### src/rtl/assert_macros.svh
// Assertion macros shared by the LED brightness fader RTL.
// No dependencies; included inside module bodies.
`ifndef ASSERT_MACROS_SVH
`define ASSERT_MACROS_SVH

// Generic clocked assertion, disabled while reset is asserted.
`define LBF_ASSERT(lbl, clk_sig, rstn_sig, prop) \
  lbl: assert property (@(posedge clk_sig) disable iff (!rstn_sig) prop) \
    else $error("lbf assertion failed");

// Same-cycle implication.
`define LBF_ASSERT_IMP(lbl, clk_sig, rstn_sig, ante, cons) \
  `LBF_ASSERT(lbl, clk_sig, rstn_sig, (ante) |-> (cons))

// Next-cycle implication.
`define LBF_ASSERT_NXT(lbl, clk_sig, rstn_sig, ante, cons) \
  `LBF_ASSERT(lbl, clk_sig, rstn_sig, (ante) |=> (cons))

`endif

### src/rtl/lbf_pkg.sv
// Types and constants for the LED brightness fader.
// No dependencies; imported by lbf_update and led_brightness_fader.
package lbf_pkg;

  localparam int LVL_W     = 15;
  localparam int TICK_W    = 32;
  localparam int INTV_W    = 16;
  localparam int MODE_W    = 2;
  localparam int CFG_W     = 16;
  localparam int CFG_IDX_W = 2;

  // Fixed timing/scaling constants, all powers of two.
  localparam int FADE_STEP_DIV   = 8;
  localparam int FLASH_PERIOD_MS = 1024;
  localparam int FLASH_ON_MS     = 512;
  localparam int FLASH_LEVEL_DIV = 4;

  localparam logic FUNC_SET  = 1'b0;
  localparam logic FUNC_TICK = 1'b1;

  localparam logic [MODE_W-1:0] MODE_NORMAL = 2'd0;
  localparam logic [MODE_W-1:0] MODE_OFF    = 2'd1;
  localparam logic [MODE_W-1:0] MODE_CRIT   = 2'd2;

  localparam logic [CFG_IDX_W-1:0] CFG_DIM_TARGET = 2'd0;
  localparam logic [CFG_IDX_W-1:0] CFG_FADE_INTV  = 2'd1;
  localparam logic [CFG_IDX_W-1:0] CFG_FLASH_EN   = 2'd2;

  localparam logic [LVL_W-1:0]  DIM_TARGET_RST = 15'd100;
  localparam logic [INTV_W-1:0] FADE_INTV_RST  = 16'd10;

  typedef logic [LVL_W-1:0] level_t;

  typedef struct packed {
    logic              func;
    level_t            target_brightness;
    logic              smooth;
    logic [TICK_W-1:0] tick_ms;
    logic [MODE_W-1:0] system_mode;
    logic              dimmed;
  } lbf_item_t;

  typedef struct packed {
    level_t            current_level;
    level_t            stored_target;
    logic              smooth_enabled;
    logic [TICK_W-1:0] last_step_time;
  } lbf_state_t;

  typedef struct packed {
    level_t            dim_target;
    logic [INTV_W-1:0] fade_interval_ms;
    logic              flash_warning_enable;
  } lbf_cfg_t;

  typedef struct packed {
    level_t brightness;
    logic   output_off;
    logic   flash_phase;
  } lbf_result_t;

endpackage

### src/rtl/lbf_update.sv
// Next-state and result logic for one fader item.
// Depends on lbf_pkg.
module lbf_update (
  input  lbf_pkg::lbf_item_t   item,
  input  lbf_pkg::lbf_state_t  state,
  input  lbf_pkg::lbf_cfg_t    cfg,
  output lbf_pkg::lbf_state_t  state_nxt,
  output lbf_pkg::lbf_result_t result
);
  import lbf_pkg::*;

  level_t            tgt;
  level_t            mag;
  level_t            step;
  level_t            faded;
  level_t            cur_new;
  logic              up;
  logic [TICK_W-1:0] elapsed;
  logic              due;
  logic              flash;

  assign tgt     = item.dimmed ? cfg.dim_target : state.stored_target;
  assign up      = tgt > state.current_level;
  assign mag     = up ? (tgt - state.current_level) : (state.current_level - tgt);
  // |diff| / DIV truncates toward zero; small gaps move by one unit
  assign step    = (mag > LVL_W'(FADE_STEP_DIV)) ? LVL_W'(mag / FADE_STEP_DIV) : LVL_W'(1);
  assign faded   = up ? (state.current_level + step) : (state.current_level - step);
  assign elapsed = item.tick_ms - state.last_step_time;
  assign due     = elapsed >= {{(TICK_W-INTV_W){1'b0}}, cfg.fade_interval_ms};

  assign flash = (item.system_mode == MODE_CRIT) && cfg.flash_warning_enable &&
                 (item.tick_ms % FLASH_PERIOD_MS < FLASH_ON_MS);

  always_comb begin
    state_nxt = state;
    cur_new   = state.current_level;
    result    = '0;
    if (item.func == FUNC_SET) begin
      state_nxt.stored_target  = item.target_brightness;
      state_nxt.smooth_enabled = item.smooth;
    end else if (item.system_mode == MODE_OFF) begin
      result.output_off = 1'b1;
    end else begin
      state_nxt.stored_target = tgt;
      if (state.smooth_enabled && (state.current_level != tgt)) begin
        if (due) begin
          cur_new                  = faded;
          state_nxt.last_step_time = item.tick_ms;
        end
      end else begin
        cur_new = tgt;
      end
      state_nxt.current_level = cur_new;
      result.flash_phase      = flash;
      result.brightness       = flash ? LVL_W'(cur_new / FLASH_LEVEL_DIV) : cur_new;
    end
  end

endmodule

### src/rtl/led_brightness_fader.sv
// LED brightness fader: takes one item per clock unless stalled, fades the current
// level toward the stored target and reports one result per update tick. An
// accepted item is held in the input register, and a tick's result is loaded
// into the output register when the item advances, from where it can transfer
// out. in_stall rises only while a tick waits in the input register and the
// output register holds a result that is stalled; otherwise a new item is taken
// every cycle.
// Depends on lbf_pkg, lbf_update and assert_macros.svh.
module led_brightness_fader (
  input  logic                          clk,
  input  logic                          rst_n,
  input  logic                          cfg_we,
  input  logic [lbf_pkg::CFG_IDX_W-1:0] cfg_index,
  input  logic [lbf_pkg::CFG_W-1:0]     cfg_wdata,
  input  logic                          in_valid,
  output logic                          in_stall,
  input  logic                          in_func,
  input  logic [lbf_pkg::LVL_W-1:0]     in_target_brightness,
  input  logic                          in_smooth,
  input  logic [lbf_pkg::TICK_W-1:0]    in_tick_ms,
  input  logic [lbf_pkg::MODE_W-1:0]    in_system_mode,
  input  logic                          in_dimmed,
  output logic                          out_valid,
  input  logic                          out_stall,
  output logic [lbf_pkg::LVL_W-1:0]     out_brightness,
  output logic                          out_output_off,
  output logic                          out_flash_phase
);
  import lbf_pkg::*;
  `include "assert_macros.svh"

  lbf_cfg_t    cfg_r;
  lbf_state_t  state_r;
  lbf_state_t  state_nxt;
  lbf_item_t   s1_r;
  logic        s1_valid_r;
  logic        s1_adv;
  logic        in_xfer;
  lbf_result_t res;
  lbf_result_t out_r;
  logic        out_valid_r;

  // configuration writes; an index past the list is ignored
  always_ff @(posedge clk) begin
    if (!rst_n) begin
      cfg_r.dim_target           <= DIM_TARGET_RST;
      cfg_r.fade_interval_ms     <= FADE_INTV_RST;
      cfg_r.flash_warning_enable <= 1'b1;
    end else if (cfg_we) begin
      unique case (cfg_index)
        CFG_DIM_TARGET: cfg_r.dim_target           <= cfg_wdata[LVL_W-1:0];
        CFG_FADE_INTV:  cfg_r.fade_interval_ms     <= cfg_wdata[INTV_W-1:0];
        CFG_FLASH_EN:   cfg_r.flash_warning_enable <= cfg_wdata[0];
        default: ;
      endcase
    end
  end

  // a set-target item never needs the output register
  assign s1_adv   = s1_valid_r && ((s1_r.func == FUNC_SET) || !out_valid_r || !out_stall);
  assign in_stall = s1_valid_r && !s1_adv;
  assign in_xfer  = in_valid && !in_stall;

  always_ff @(posedge clk) begin
    if (!rst_n) begin
      s1_valid_r <= 1'b0;
    end else if (in_xfer) begin
      s1_valid_r <= 1'b1;
    end else if (s1_adv) begin
      s1_valid_r <= 1'b0;
    end
  end

  always_ff @(posedge clk) begin
    if (in_xfer) begin
      s1_r.func              <= in_func;
      s1_r.target_brightness <= in_target_brightness;
      s1_r.smooth            <= in_smooth;
      s1_r.tick_ms           <= in_tick_ms;
      s1_r.system_mode       <= in_system_mode;
      s1_r.dimmed            <= in_dimmed;
    end
  end

  lbf_update u_update (
    .item      (s1_r),
    .state     (state_r),
    .cfg       (cfg_r),
    .state_nxt (state_nxt),
    .result    (res)
  );

  always_ff @(posedge clk) begin
    if (!rst_n) begin
      state_r <= '0;
    end else if (s1_adv) begin
      state_r <= state_nxt;
    end
  end

  always_ff @(posedge clk) begin
    if (!rst_n) begin
      out_valid_r <= 1'b0;
    end else if (s1_adv && (s1_r.func == FUNC_TICK)) begin
      out_valid_r <= 1'b1;
    end else if (!out_stall) begin
      out_valid_r <= 1'b0;
    end
  end

  always_ff @(posedge clk) begin
    if (s1_adv && (s1_r.func == FUNC_TICK)) begin
      out_r <= res;
    end
  end

  assign out_valid       = out_valid_r;
  assign out_brightness  = out_r.brightness;
  assign out_output_off  = out_r.output_off;
  assign out_flash_phase = out_r.flash_phase;

  `LBF_ASSERT_IMP(a_full_blocks_tick, clk, rst_n,
    s1_valid_r && (s1_r.func == FUNC_TICK) && out_valid_r && out_stall, in_stall)
  `LBF_ASSERT_NXT(a_off_keeps_state, clk, rst_n,
    s1_adv && (s1_r.func == FUNC_TICK) && (s1_r.system_mode == MODE_OFF), $stable(state_r))
  `LBF_ASSERT_NXT(a_set_stores_target, clk, rst_n, s1_adv && (s1_r.func == FUNC_SET),
    state_r.stored_target == $past(s1_r.target_brightness))
  `LBF_ASSERT_IMP(a_off_result_dark, clk, rst_n, out_valid_r && out_r.output_off,
    (out_r.brightness == '0) && !out_r.flash_phase)

endmodule
### config.mk
export PLATFORM = sky130hd
export DESIGN_NAME = led_brightness_fader
export DESIGN_NICKNAME = d
export VERILOG_FILES = /design/src/rtl/lbf_pkg.sv /design/src/rtl/lbf_update.sv /design/src/rtl/led_brightness_fader.sv
export VERILOG_INCLUDE_DIRS = /design/src /design/src/rtl
export SDC_FILE = /design/constraint.sdc
export NUM_CORES = 1
export LEC_CHECK = 0
export BUFFER_PORTS_ARGS = -buffer_cell sky130_fd_sc_hd__buf_4
export CAP_MARGIN = 20
export CORE_MARGIN = 2
export CORE_UTILIZATION = 60
export DETAILED_ROUTE_END_ITERATION = 8
export PLACE_DENSITY = 0.8
export SLEW_MARGIN = 20
export SYNTH_ARGS = -nofsm -noshare
export SYNTH_HDL_FRONTEND = slang
export SYNTH_SLANG_ARGS = --single-unit
### constraint.sdc
create_clock -name clk -period 23.3 [get_ports clk]
set_clock_uncertainty 0.05 [all_clocks]
set_input_delay 2.33 -clock clk [delete_from_list [all_inputs] [get_ports clk]]
set_output_delay 2.33 -clock clk [all_outputs]
set_load 0.02 [all_outputs]
* After elaboration in Yosys (flattened, before gate mapping)
Index checks and enable logic that the tools add are counted.
Storage, ports and cells: register bits after elaboration 166, bits of input ports 75, logic and storage cells 75
Cells by class: add/subtract/negate cells 5, $lt $le $gt $ge 4, equal/unequal tests 7, muxes and demuxes 14, bitwise operators 2, reductions and logical operators 24
Operator list (count):
- 15-bit 2-to-1 mux | 7
- 32-bit by 16-bit >= comparator with 1-bit output | 1
- 32-bit subtractor | 1
- 15-bit subtractor | 2
- 15-bit by 12-bit adder with 15-bit output | 1
- 15-bit greater-than comparator | 1
- 15-bit by 4-bit greater-than comparator with 1-bit output (second input constant) | 1
- 15-bit != test | 1
- 15-bit by 12-bit subtractor with 15-bit output | 1
- 13-bit 2-to-1 mux | 1
- 12-bit 2-to-1 mux | 1
- 10-bit less-than comparator (second input constant) | 1
- 2-bit AND reduction | 5
- 1-bit logical AND | 7
- 1-bit 2-to-1 mux | 5
- 5-bit AND reduction | 1
- 2-bit by 1-bit == test with 1-bit output (second input constant) | 2
- 2-bit == test (second input constant) | 2
- 1-bit zero test | 4
- 3-bit AND reduction | 1
- 3-bit OR reduction | 1
- 2-bit zero test | 1
- 1-bit logical OR | 2
- 2-bit by 1-bit != test with 1-bit output (second input constant) | 1
- other kinds (4) | 5

* Logic depth before layout (Yosys ltp)
Gate-level depths: netlist of run 1.
depth after elaboration 10, mapped depth 38

* Hierarchy
Synthesis of run 1 repeated with hierarchy kept, for this count alone.
Unflattened totals: cell total of the unflattened synthesis 1405, area, all modules 12065.3 µm²
Modules (own cells, without submodules):
- lbf_update | instances 1, cells each 910, area an instance 6216.0 µm², seq. area each 0.0 µm²
- led_brightness_fader | instances 1, cells each 495, area an instance 5849.4 µm², seq. area each 4013.8 µm²

* Worst setup path before layout of run 1
No wires, ideal clock.
path type register -> register, start reg s1_r[0] in the netlist's numbering, end reg out_r, in the netlist out_brightness[12], data pin, library setup time 0.135 ns, arrival time 7.352 ns, required time 23.115 ns, path slack 15.762 ns, cell stages (with the launch flop) 37, path buffers 4, period minus slack after synthesis 7.538 ns, path through edfxtp_1 -> clkbuf_1 -> buf_1 -> mux2i_1 -> inv_1 -> ha_1 -> clkbuf_1 -> nand4_1 -> or4_1 -> clkbuf_1 -> o21ai_2 -> nor2_4 -> inv_2 -> mux2_2 -> xor2_1 -> nand4_1 -> o41ai_2 -> inv_1 -> ha_1 -> nand2_1 -> xnor2_1 -> nor2_1 -> a31o_2 -> xor2_1 -> ha_1 -> o21ai_0 -> o21ai_0 -> nand2_1 -> o2111ai_1 -> a41o_1 -> inv_1 -> nand2_1 -> nor4_1 -> mux2_1 -> o21a_1 -> or4_1 -> nand3_1
On the way: cells in the longest elaborated chain, start to end 10
Ends and longest elaborated chain:
- start: declaration | line led_brightness_fader.sv:35 | lbf_item_t s1_r;
- 15-bit 2-to-1 mux * | line lbf_update.sv:22 | assign tgt = item.dimmed ? cfg.dim_target : state.stored_target;
- 15-bit subtractor or 15-bit greater-than comparator (tied branches) | line lbf_update.sv:24, lbf_update.sv:23
- 15-bit 2-to-1 mux | line lbf_update.sv:24 | assign mag = up ? (tgt - state.current_level) : (state.current_level - tgt);
- 15-bit by 4-bit greater-than comparator with 1-bit output | line lbf_update.sv:26 | assign step = (mag > LVL_W'(FADE_STEP_DIV)) ? LVL_W'(mag / FADE_STEP_DIV) : LVL_W'(1);
- 12-bit 2-to-1 mux | line lbf_update.sv:26
- 15-bit by 12-bit subtractor with 15-bit output or 15-bit by 12-bit adder with 15-bit output (tied branches) | line lbf_update.sv:27 | assign faded = up ? (state.current_level + step) : (state.current_level - step);
- 15-bit 2-to-1 mux | line lbf_update.sv:27
- 15-bit 2-to-1 mux | line lbf_update.sv:46 | if (due) begin
- 15-bit 2-to-1 mux * | line lbf_update.sv:45 | if (state.smooth_enabled && (state.current_level != tgt)) begin
- 13-bit 2-to-1 mux * | line lbf_update.sv:55 | result.brightness = flash ? LVL_W'(cur_new / FLASH_LEVEL_DIV) : cur_new;
- end signal: assignment | line led_brightness_fader.sv:113 | out_r <= res;
- end: declaration | line led_brightness_fader.sv:40 | lbf_result_t out_r;
Mark *: on every way between the ends. The rest lies on a longest branch, timed or not. A chain may end at the register's enable or synchronous reset.

* Final worst setup path of run 1
Same ends and word-level chain as after synthesis.

==> results.tsv, run 1 <==
metric	value	unit
worstSkewPairLatency	0.44	ns
cts_root_buf	clkbuf_16	
tightest_slew	1.022	ns
relSlewSlack	0.3189	
coreArea	18770	sq um
power_density	74.47	nW/um^2
synth_top_cell_area_share	0.1796	
fin_nets	1543	
crit_type	flip-flop to flip-flop	
drive_gt1_frac	0.1236	
cap_violations	0	
post-route-min-period	9.160	ns
timing.setup.tns	0	ns
yosys-top-cells-area	edfxtp_1 (18%), dfxtp_1 (17%), ha_1 (10%)	
worst_ep_arrival_time	9.41	ns
cts_buffers	17	
slew_viol_final	0	
clockBufferDepth	2	
wl_per_cell	18.90	um
fmax	109.2	MHz
dp_hpwl	22830	um
cts_sinks	166	
ys_seq_area_frac	0.3478	
hold_buffers	0	
ys_warn_count	0	
netlist_area	11540	sq um
fp.dieH	142.7	um
path_buf_inv	4	
period_share	0.3932	
slowest_stage	edfxtp_1	
row_count	50	
path_clk_slew	0.08	ns
ctsResizeCount	0	
peakVddDrop	0.05066	mV
final_util	0.6879	
grt_pass1_wl	48360	um
ant_nets	0	
endpoint_kind	flip-flop	
gp_congestion	0.9950	
rsz0062_at_grt	no	
hp-class	flip-flop to flip-flop	
cp-start-kind	flip-flop	
reg2reg_depth	33	
synth_top_cell_by_area	edfxtp_1	
grt_usage	0.3043	
worstPathRequired	23.55	ns
synth_edf_count	69	
post_cts.repair.setup_buffers	0	
die_area	20360	sq um
cts_htree_levels	4	
antenna_cells	0	
vias	9954	
pre_cts_ws	14.36	ns
cts_tree	yes	
totalWireLength	30580	um
hold_viol	0	
grt_antenna_before_repair	1	
grt_start_max_net_pins	98	
grt_pass1_vias	9356	
setup_viol	0	
syn2layout_area_growth	11.88	%
async_flop_share	0	
crit_fanout	22	
outcome	completed	
io_buffers	93	
leakagePower	5.446	nW
drt-vias-per-instance	6.152	
ys_ff_latch	166	
grt-ovfl-total	0	
first_pass_iters	6	
die_w	142.7	um
syn_nets	1488	
synth.distinct_cells	82	
start_util	0.6149	
drtIter0Drc	899	
critPathMaxStageDelay	0.93	ns
finalPower	0.9615	mW
io_pins	94	
synth-main-ff-cell	dfxtp_1	
finalWorstSetupSlack	14.14	ns
synth.avg_cell_area	8.769	sq um
worst-path-stages	33	
hold-path-cell-count	2	
drc	0	
synthCells	1316	
cpLargestDelayFamily	compound AO/OA/AOI/OAI gates	
==> final timing paths <==
check,start,endpoint,slack [ns]
worst max-delay path,s1_r[0]$_DFFE_PP_,out_brightness[12]$_SDFFCE_PP0P_,14.14
worst min-delay path,cfg_r[16]$_SDFFE_PN0P_,cfg_r[16]$_SDFFE_PN0P_,0.42
worst max register to register,s1_r[0]$_DFFE_PP_,out_brightness[12]$_SDFFCE_PP0P_,14.14
worst min register to register,cfg_r[16]$_SDFFE_PN0P_,cfg_r[16]$_SDFFE_PN0P_,0.42
==> flip-flops by register name (all words and copies together) (netlist names) <==
signal and cells:
cfg_r 32, out_brightness 15, out_flash_phase 1, out_output_off 1, out_valid 1, s1_r 52
s1_valid_r 1, state_r 63
==> logic make-up (layout without fill, tap and decap cells) <==
group           after synthesis  in the layout  share of synthesized area
flops                       166            166                     0.3478
xor+xnor                     49             49                    0.03784
compound gates              351            351                     0.2042
simple gates                415            415                     0.1822
buf+inv                     166            234                    0.05812
fa+ha+maj                    97             97                     0.1065
mux                          72             72                    0.06343
==> power by group <==
part / total, mW / switching (mW) / leakage [nW] / internal (mW)
combinational: 0.359 / 0.220 / 3.70 / 0.140
sequential: 0.322 / 0.00744 / 1.46 / 0.314
clock: 0.281 / 0.134 / 0.287 / 0.146
==> routing by layer <==
layer | track usage | part of all wire | vias up
li1 | - | - | 4815
met1 | 0.4234 | 0.45 | 4701
met2 | 0.4666 | 0.44 | 387
met5 | 0 | 0 | -
met3 | 0.07545 | 0.080 | 51
met4 | 0.09849 | 0.029 | 0
==> worst register-to-register path, delay by kind of cell (launching register included) <==
family / cells / cell delay, ns
and+or+nand+nor: 10 / 1.71
muxes: 2 / 0.89
DFF: 1 / 0.93
xor gates and xnor gates: 2 / 0.27
adders and majority gates: 3 / 1.00
buffers and inverters: 4 / 0.63
AOI/OAI and AO/OA: 12 / 3.52
==> cell type report <==
class	count	area, sq um
clock buffers	18	439.2
repair buffers	101	758.2
well taps	234	292.8
multi-input cells	984	6872
inverters	101	379.1
fillers	1478	5857
clock inverters	14	156.4
flip-flops and latches	166	4014
==> cells in the final DEF, fill, tap and decap left out, types with 7 or more instances in the layout <==
cell type / n
a22o_1: 8
nand2_1: 119
nand3_2: 9
a21oi_1: 84
a21boi_0: 30
o21a_1: 17
o21bai_1: 9
xnor2_1: 23
nand3b_1: 9
buf_4: 101
inv_1: 100
edfxtp_1: 69
ha_1: 95
dfxtp_1: 97
a21o_1: 22
and3_1: 7
nand3_1: 32
nor3_1: 18
nand2b_1: 18
a211oi_1: 31
nand4_1: 12
mux2i_1: 65
a31oi_1: 11
a221oi_1: 10
nor2b_1: 53
nor2_1: 93
clkbuf_16: 17
o21ai_0: 60
o211ai_1: 7
o21ai_1: 10
xor2_1: 25
==> cells in the mapped netlist, types with 10 or more instances <==
cell type and instances:
a221oi_1 10, o21ai_0 60, a21o_1 22, edfxtp_1 69, nand2_1 119, o21a_1 17, a31oi_1 11, a21oi_1 85
mux2i_1 65, nor3_1 18, ha_1 95, inv_1 100, xnor2_1 23, nor2b_1 54, dfxtp_1 97, clkbuf_1 50
a211oi_1 31, nand2b_1 18, nand3_1 32, a21boi_0 30, nand4_1 12, xor2_1 25, nor2_1 95, o21ai_1 10
==> stage by stage <==
stage / hold WS (ns) / instance area, sq um / std cells
6_report: 0.4172 / 12910 / 1618
5_1_grt: 0.4412 / 12910 / 1618
4_1_cts: 0.4195 / 12910 / 1618
3_5_place_dp: 0.4099 / 12310 / 1586
3_3_place_gp: 0.4057 / 12310 / 1586
2_1_floorplan: 0.3900 / 11540 / 1316
Note: power is estimated with default switching activity, not from simulation.
==> run 2: changes to the inputs <==
==> constraint.sdc (replaced) <==
create_clock -name clk -period 8.68 [get_ports clk]
set_clock_uncertainty 0.05 [all_clocks]
set_input_delay 0.868 -clock clk [delete_from_list [all_inputs] [get_ports clk]]
set_output_delay 0.868 -clock clk [all_outputs]
set_load 0.02 [all_outputs]
==> run 2 against run 1 <==
Combinational power grew to 2.7 times the previous value. Die area stayed put. Sequential power grew to 2.7 times the previous value. Critical path depth is 1 higher. Final area is 0.86% higher. Worst hold slack worse by 0.0031 ns. Final cell count is 0.80% higher. Worst setup slack worse by 14 ns. Wire length is 1.1% lower. Largest power group unchanged.
==> results.tsv, run 2 (synthesis gave the netlist of run 1 again) <==
metric	value	unit	change
post_cts.repair.setup_buffers	0		unchanged
outcome	completed		
final_cell_mix	nand2_1 (119), buf_4 (114), inv_1 (100)		
crit_fanout	15		-32%
fmax	122.5	MHz	+12%
place_area	12410	sq um	+0.79%
largest_reg_flops	63		unchanged
start_util	0.6149		unchanged
die_w	142.7	um	unchanged
setup_viol	0		unchanged
io_pins	94		unchanged
fin_nets	1556		+0.84%
slowest_stage	o41ai_4		
postLayoutCellArea	13020	sq um	+0.86%
hold_viol	0		unchanged
clockBufferDepth	2		unchanged
cts_htree_levels	4		unchanged
first_pass_iters	6		unchanged
endpoint_kind	flip-flop		
vias	10019		+0.65%
cp-start-kind	flip-flop		
drtIter0Drc	962		+7.0%
cts_sinks	166		unchanged
finalWorstSetupSlack	0.5151	ns	-13.62 ns
fp.dieH	142.7	um	unchanged
worstPathRequired	8.93	ns	-14.62 ns
worst_ep_arrival_time	8.41	ns	-1.00 ns
grt_start_max_net_pins	98		unchanged
post-route-min-period	8.165	ns	-0.9955 ns
hold_buffers	0		unchanged
cap_violations	0		unchanged
drive_gt1_frac	0.1339		+0.01030
period_share	0.9407		+0.5475
finalPower	2.564	mW	+170%
relSlewSlack	0.3149		-0.004014
leakagePower	5.507	nW	+1.1%
worstSkewPairLatency	0.44	ns	about the same
gp_congestion	0.9530		-4.2%
antenna_cells	0		unchanged
hp-class	flip-flop to flip-flop		
top_regs	state_r (63), s1_r (52), cfg_r (32)		
totalWireLength	30230	um	-1.1%
pre_cts_ws	0.6173	ns	-13.74 ns
dp_hpwl	22590	um	-1.0%
slew_viol_final	0		unchanged
syn2layout_area_growth	12.85	%	
grt_usage	0.3011		-0.003229
grt-ovfl-total	0		unchanged
io_buffers	93		unchanged
grt_pass1_vias	9470		+1.2%
holdWs	0.4140	ns	-0.003139 ns
ant_nets	0		unchanged
die_area	20360	sq um	unchanged
row_count	50		unchanged
critPathMaxStageDelay	0.50	ns	-0.43 ns
drt-vias-per-instance	6.143		-0.15%
power_density	196.9	nW/um^2	+160%
path_clk_slew	0.07	ns	about the same
grt_antenna_before_repair	1		unchanged
peakVddDrop	0.1373	mV	+170%
timing.setup.tns	0	ns	unchanged
cts_buffers	17		unchanged
regMostFlops	state_r		
wl_per_cell	18.53	um	-1.9%
cts_root_buf	clkbuf_16		
coreArea	18770	sq um	unchanged
crit_type	flip-flop to flip-flop		
grt_pass1_wl	47960	um	-0.84%
cts_tree	yes		
tightest_slew	1.028	ns	+0.006021 ns
rsz0062_at_grt	no		
drc	0		unchanged
final_common_cell	nand2_1		
[run 2: layer usage]
metal	part of all wire	global-route usage	vias up
li1	-	-	4848
met1	0.44	0.4144	4681
met2	0.45	0.4706	428
met3	0.084	0.06372	62
met4	0.028	0.1068	0
met5	0	0	-
[run 2: final timing paths]
path	startpoint	to	slack [ns]	depth (start not counted)
min reg2reg	cfg_r[16]$_SDFFE_PN0P_	cfg_r[16]$_SDFFE_PN0P_	0.41	2
max reg2reg	s1_r[0]$_DFFE_PP_	out_brightness[12]$_SDFFCE_PP0P_	0.52	34
min	cfg_r[16]$_SDFFE_PN0P_	cfg_r[16]$_SDFFE_PN0P_	0.41	2
max	s1_r[0]$_DFFE_PP_	out_brightness[12]$_SDFFCE_PP0P_	0.52	34
[run 2: critical path, delay by kind of cell, from the launching register on]
family	cells	cell delay, ns
mux	2	0.60
compound gates	12	3.38
xor+xnor	2	0.27
buf+inv	5	0.71
fa+ha+maj	3	0.99
flops	1	0.32
simple gates	10	1.69
[run 2: cell type report]
| class | instances | area [sq um] |
|---|---|---|
| fillers | 1491 | 5746 |
| well taps | 234 | 292.8 |
| multi-input cells | 984 | 6894 |
| inverters | 101 | 379.1 |
| flip-flops and latches | 166 | 4014 |
| clock inverters | 14 | 157.7 |
| repair buffers | 114 | 855.8 |
| clock buffers | 18 | 429.2 |
[run 2: what timing repair did]
action | in CTS | in global routing
gates resized for setup | 0 | 5
endpoints found under the hold margin | 0 | 0
setup endpoints to repair | 0 | 4
[run 2: per-stage QoR]
| step | std cells | utilization |
|---|---|---|
| 2_1_floorplan | 1316 | - |
| 3_3_place_gp | 1599 | 0.6613 |
| 3_5_place_dp | 1599 | 0.6613 |
| 4_1_cts | 1631 | 0.6925 |
| 5_1_grt | 1631 | 0.6939 |
| 6_report | 1631 | 0.6939 |
[run 2: power by group]
part	leakage, nW	total [mW]	switching (mW)	internal, mW
clock network	0.285	0.742	0.356	0.386
logic	3.76	0.959	0.576	0.383
registers	1.46	0.862	0.0188	0.844
total	5.51	2.56	0.951	1.61
==> run 3: changes to the inputs <==
--- a/config.mk
+++ b/config.mk
@@ -6,9 +6,10 @@
 export SDC_FILE = /design/constraint.sdc
 export NUM_CORES = 1
 export LEC_CHECK = 0
+export ABC_AREA = 1
 export BUFFER_PORTS_ARGS = -buffer_cell sky130_fd_sc_hd__buf_4
 export CAP_MARGIN = 20
-export CORE_MARGIN = 2
+export CORE_MARGIN = 5
 export CORE_UTILIZATION = 60
 export DETAILED_ROUTE_END_ITERATION = 8
 export PLACE_DENSITY = 0.8
==> run 3 against run 2 <==
Fmax is 20% higher. Sequential share of layout area is 1.7 points lower. Sequential power is 1% higher. Clock power is 2% lower. Clock-buffer cell count is 1 lower. Wire length is 22% higher. Critical path type unchanged.
==> results.tsv, run 3 <==
metric	value	unit	change
clockBufferDepth	2		unchanged
cp-start-kind	flip-flop		
grt_pass1_wl	58420	um	+22%
synthSimpleGateAreaFrac	0.2849		+0.1028
slew_viol_final	0		unchanged
io_pins	94		unchanged
synth_top_cell_area_share	0.1677		-0.01180
grt_usage	0.3071		+0.005955
cts_htree_levels	4		unchanged
crit_fanout	30		+15
peakVddDrop	0.1198	mV	-13%
seq_area	4014	sq um	unchanged
ctsResizeCount	0		unchanged
grt_pass1_vias	11735		+24%
netlist_area	12350	sq um	+7.0%
ys_warn_count	0		unchanged
ys_seq_area_frac	0.3250		-0.02287
start_util	0.6104		-0.004429
fillers	1806		+21%
drtIter0Drc	833		-13%
p_clk_frac	0.289		about the same
synth_compound_area_frac	0.1409		-0.06326
fin_nets	2054		+32%
regMostFlops	state_r		
grt_antenna_before_repair	0		-1
hold_viol	0		unchanged
synthAdderAreaFrac	0.09947		-0.007000
p_sw_frac	0.3935		+0.02247
wl_per_cell	17.04	um	-8.0%
final_common_cell	nand2_1		
antenna_cells	0		unchanged
gp_congestion	1.057		+11%
cts_root_buf	clkbuf_16		
place_area	13220	sq um	+6.5%
path_clk_slew	0.07	ns	about the same
worst_ep_arrival_time	6.98	ns	-1.43 ns
power_density	183.6	nW/um^2	-6.8%
row_count	52		+4.0%
fp.dieH	153.5	um	+7.6%
post_synth_most_frequent_cells	nand2_1 (497), inv_1 (321), a21oi_1 (145), o21ai_0 (118), nand3_1 (104)		
pre_cts_ws	1.979	ns	+1.362 ns
synth_edf_count	69		unchanged
drive_gt1_frac	0.1008		-0.03301
endpoint_kind	flip-flop		
io_buffers	93		unchanged
syn_nets	1979		+33%
synth_top_family_by_area	simple AND/OR/NAND/NOR gates		
p_seq_frac	0.345		+0.009
synthXorXnorAreaFrac	0.02907		-0.008768
final_cell_mix	nand2_1 (497), inv_1 (321), a21oi_1 (145)		
outcome	completed		
synth-main-ff-cell	dfxtp_1		
synth.distinct_cells	52		-37%
die_w	153.5	um	+7.6%
post_cts.repair.setup_buffers	0		unchanged
top_regs	state_r (63), s1_r (52), cfg_r (32)		
dp_hpwl	28970	um	+28%
fmax	146.4	MHz	+20%
vias	11992		+20%
yosysMostFrequentCell	nand2_1		
leakagePower	6.832	nW	+24%
ys_ff_latch	166		unchanged
hp-class	flip-flop to flip-flop		
grt-ovfl-total	0		unchanged
tightest_slew	0.9871	ns	-0.04061 ns
crit_type	flip-flop to flip-flop		
finalWorstSetupSlack	1.848	ns	+1.333 ns
timing.setup.tns	0	ns	unchanged
worst_path_most_repeated_cell	nand2_1		
worstSkewPairLatency	0.44	ns	about the same
combPwrFrac	0.366		-0.008
grt_start_max_net_pins	73		-26%
synth.avg_cell_area	6.836	sq um	-22%
p_sw	0.9946	mW	+4.5%
drc	0		unchanged
relSlewSlack	0.3412		+0.02635
postLayoutCellArea	13770	sq um	+5.7%
setup_viol	0		unchanged
multi_input_area	6867	sq um	-0.40%
die_area	23560	sq um	+16%
synth_top_cell_by_area	edfxtp_1		
drt-vias-per-instance	5.542		-9.8%
internal_power	1.533	mW	-4.9%
worstPathRequired	8.83	ns	-0.10 ns
coreArea	20230	sq um	+7.8%
async_flop_share	0		unchanged
cpLargestDelayFamily	simple AND/OR/NAND/NOR gates		
cap_violations	0		unchanged
critPathMaxStageDelay	0.72	ns	+0.22 ns
hold_buffers	0		unchanged
ant_nets	0		unchanged
synth.area.mux_share	0		-0.06343
slowest_stage	edfxtp_1		
totalWireLength	36880	um	+22%
period_share	0.7871		-0.1536
rsz0062_at_grt	no		
largest_reg_flops	63		unchanged
syn2layout_area_growth	11.48	%	
first_pass_iters	6		unchanged
cts_sinks	166		unchanged
cts_tree	yes		
path_buf_inv	10		+5
cts_buffers	17		unchanged
post-route-min-period	6.832	ns	-1.333 ns
synthCells	1807		+37%
yosys-top-cells-area	edfxtp_1 (17%), dfxtp_1 (16%), nand2_1 (15%)		
run 3: final timing paths:
check                                              start                          endpoint  slack, ns  cells past startpoint
worst min-delay path            state_r[10]$_SDFFE_PN0P_          state_r[10]$_SDFFE_PN0P_       0.41                      2
worst max register to register         s1_r[0]$_DFFE_PP_  out_brightness[12]$_SDFFCE_PP0P_       1.85                     45
worst max-delay path                   s1_r[0]$_DFFE_PP_  out_brightness[12]$_SDFFCE_PP0P_       1.85                     45
worst min register to register  state_r[10]$_SDFFE_PN0P_          state_r[10]$_SDFFE_PN0P_       0.41                      2
run 3: layout make-up:
type / count / share of cell area
clock inverter: 14 / 0.008632
timing repair buffer: 98 / 0.05343
sequential: 166 / 0.2915
multi-input combinational: 1261 / 0.4987
inverter: 338 / 0.09232
tap: 270 / 0.02453
clock buffer: 17 / 0.03089
run 3: logic make-up after synthesis:
group / after synthesis
xor gates and xnor gates: 41
and+or+nand+nor: 803
AOI/OAI and AO/OA: 320
buffers and inverters: 380
adders and majority gates: 97
DFF: 166
run 3: through the flow:
stage          utilization  hold WS, ns  instances  total power [mW]
3_3_place_gp        0.6532       0.3924       2133             1.775
6_report            0.6805       0.4101       2164             2.528
2_1_floorplan            -       0.3792       1807             1.544
4_1_cts             0.6801       0.4084       2164             2.511
3_5_place_dp        0.6532       0.3923       2133             1.789
5_1_grt             0.6805       0.4168       2164             2.668
run 3: routing by layer:
| metal | track usage | wire length, um | part of all wire | up-vias |
|---|---|---|---|---|
| met5 | 0 | 0 | 0 | - |
| met4 | 0.1585 | 2028 | 0.055 | 0 |
| met3 | 0.03845 | 2036 | 0.055 | 116 |
| met2 | 0.5488 | 18220 | 0.49 | 458 |
| met1 | 0.3595 | 14590 | 0.40 | 5439 |
| li1 | - | - | - | 5979 |
run 3: worst min-delay path, stage by stage (launching register included):
cell and delay [ns]:
dfxtp_1 0.30, inv_1 0.06, a21oi_1 0.05
run 3: power by group through the flow:
stage	Combinational, mW	Clock (mW)	Sequential, mW
2_1_floorplan	0.662	0	0.882
3_3_place_gp	0.888	0	0.888
3_5_place_dp	0.901	0	0.888
4_1_cts	0.907	0.733	0.871
5_1_grt	1.02	0.771	0.875
6_report	0.926	0.729	0.872
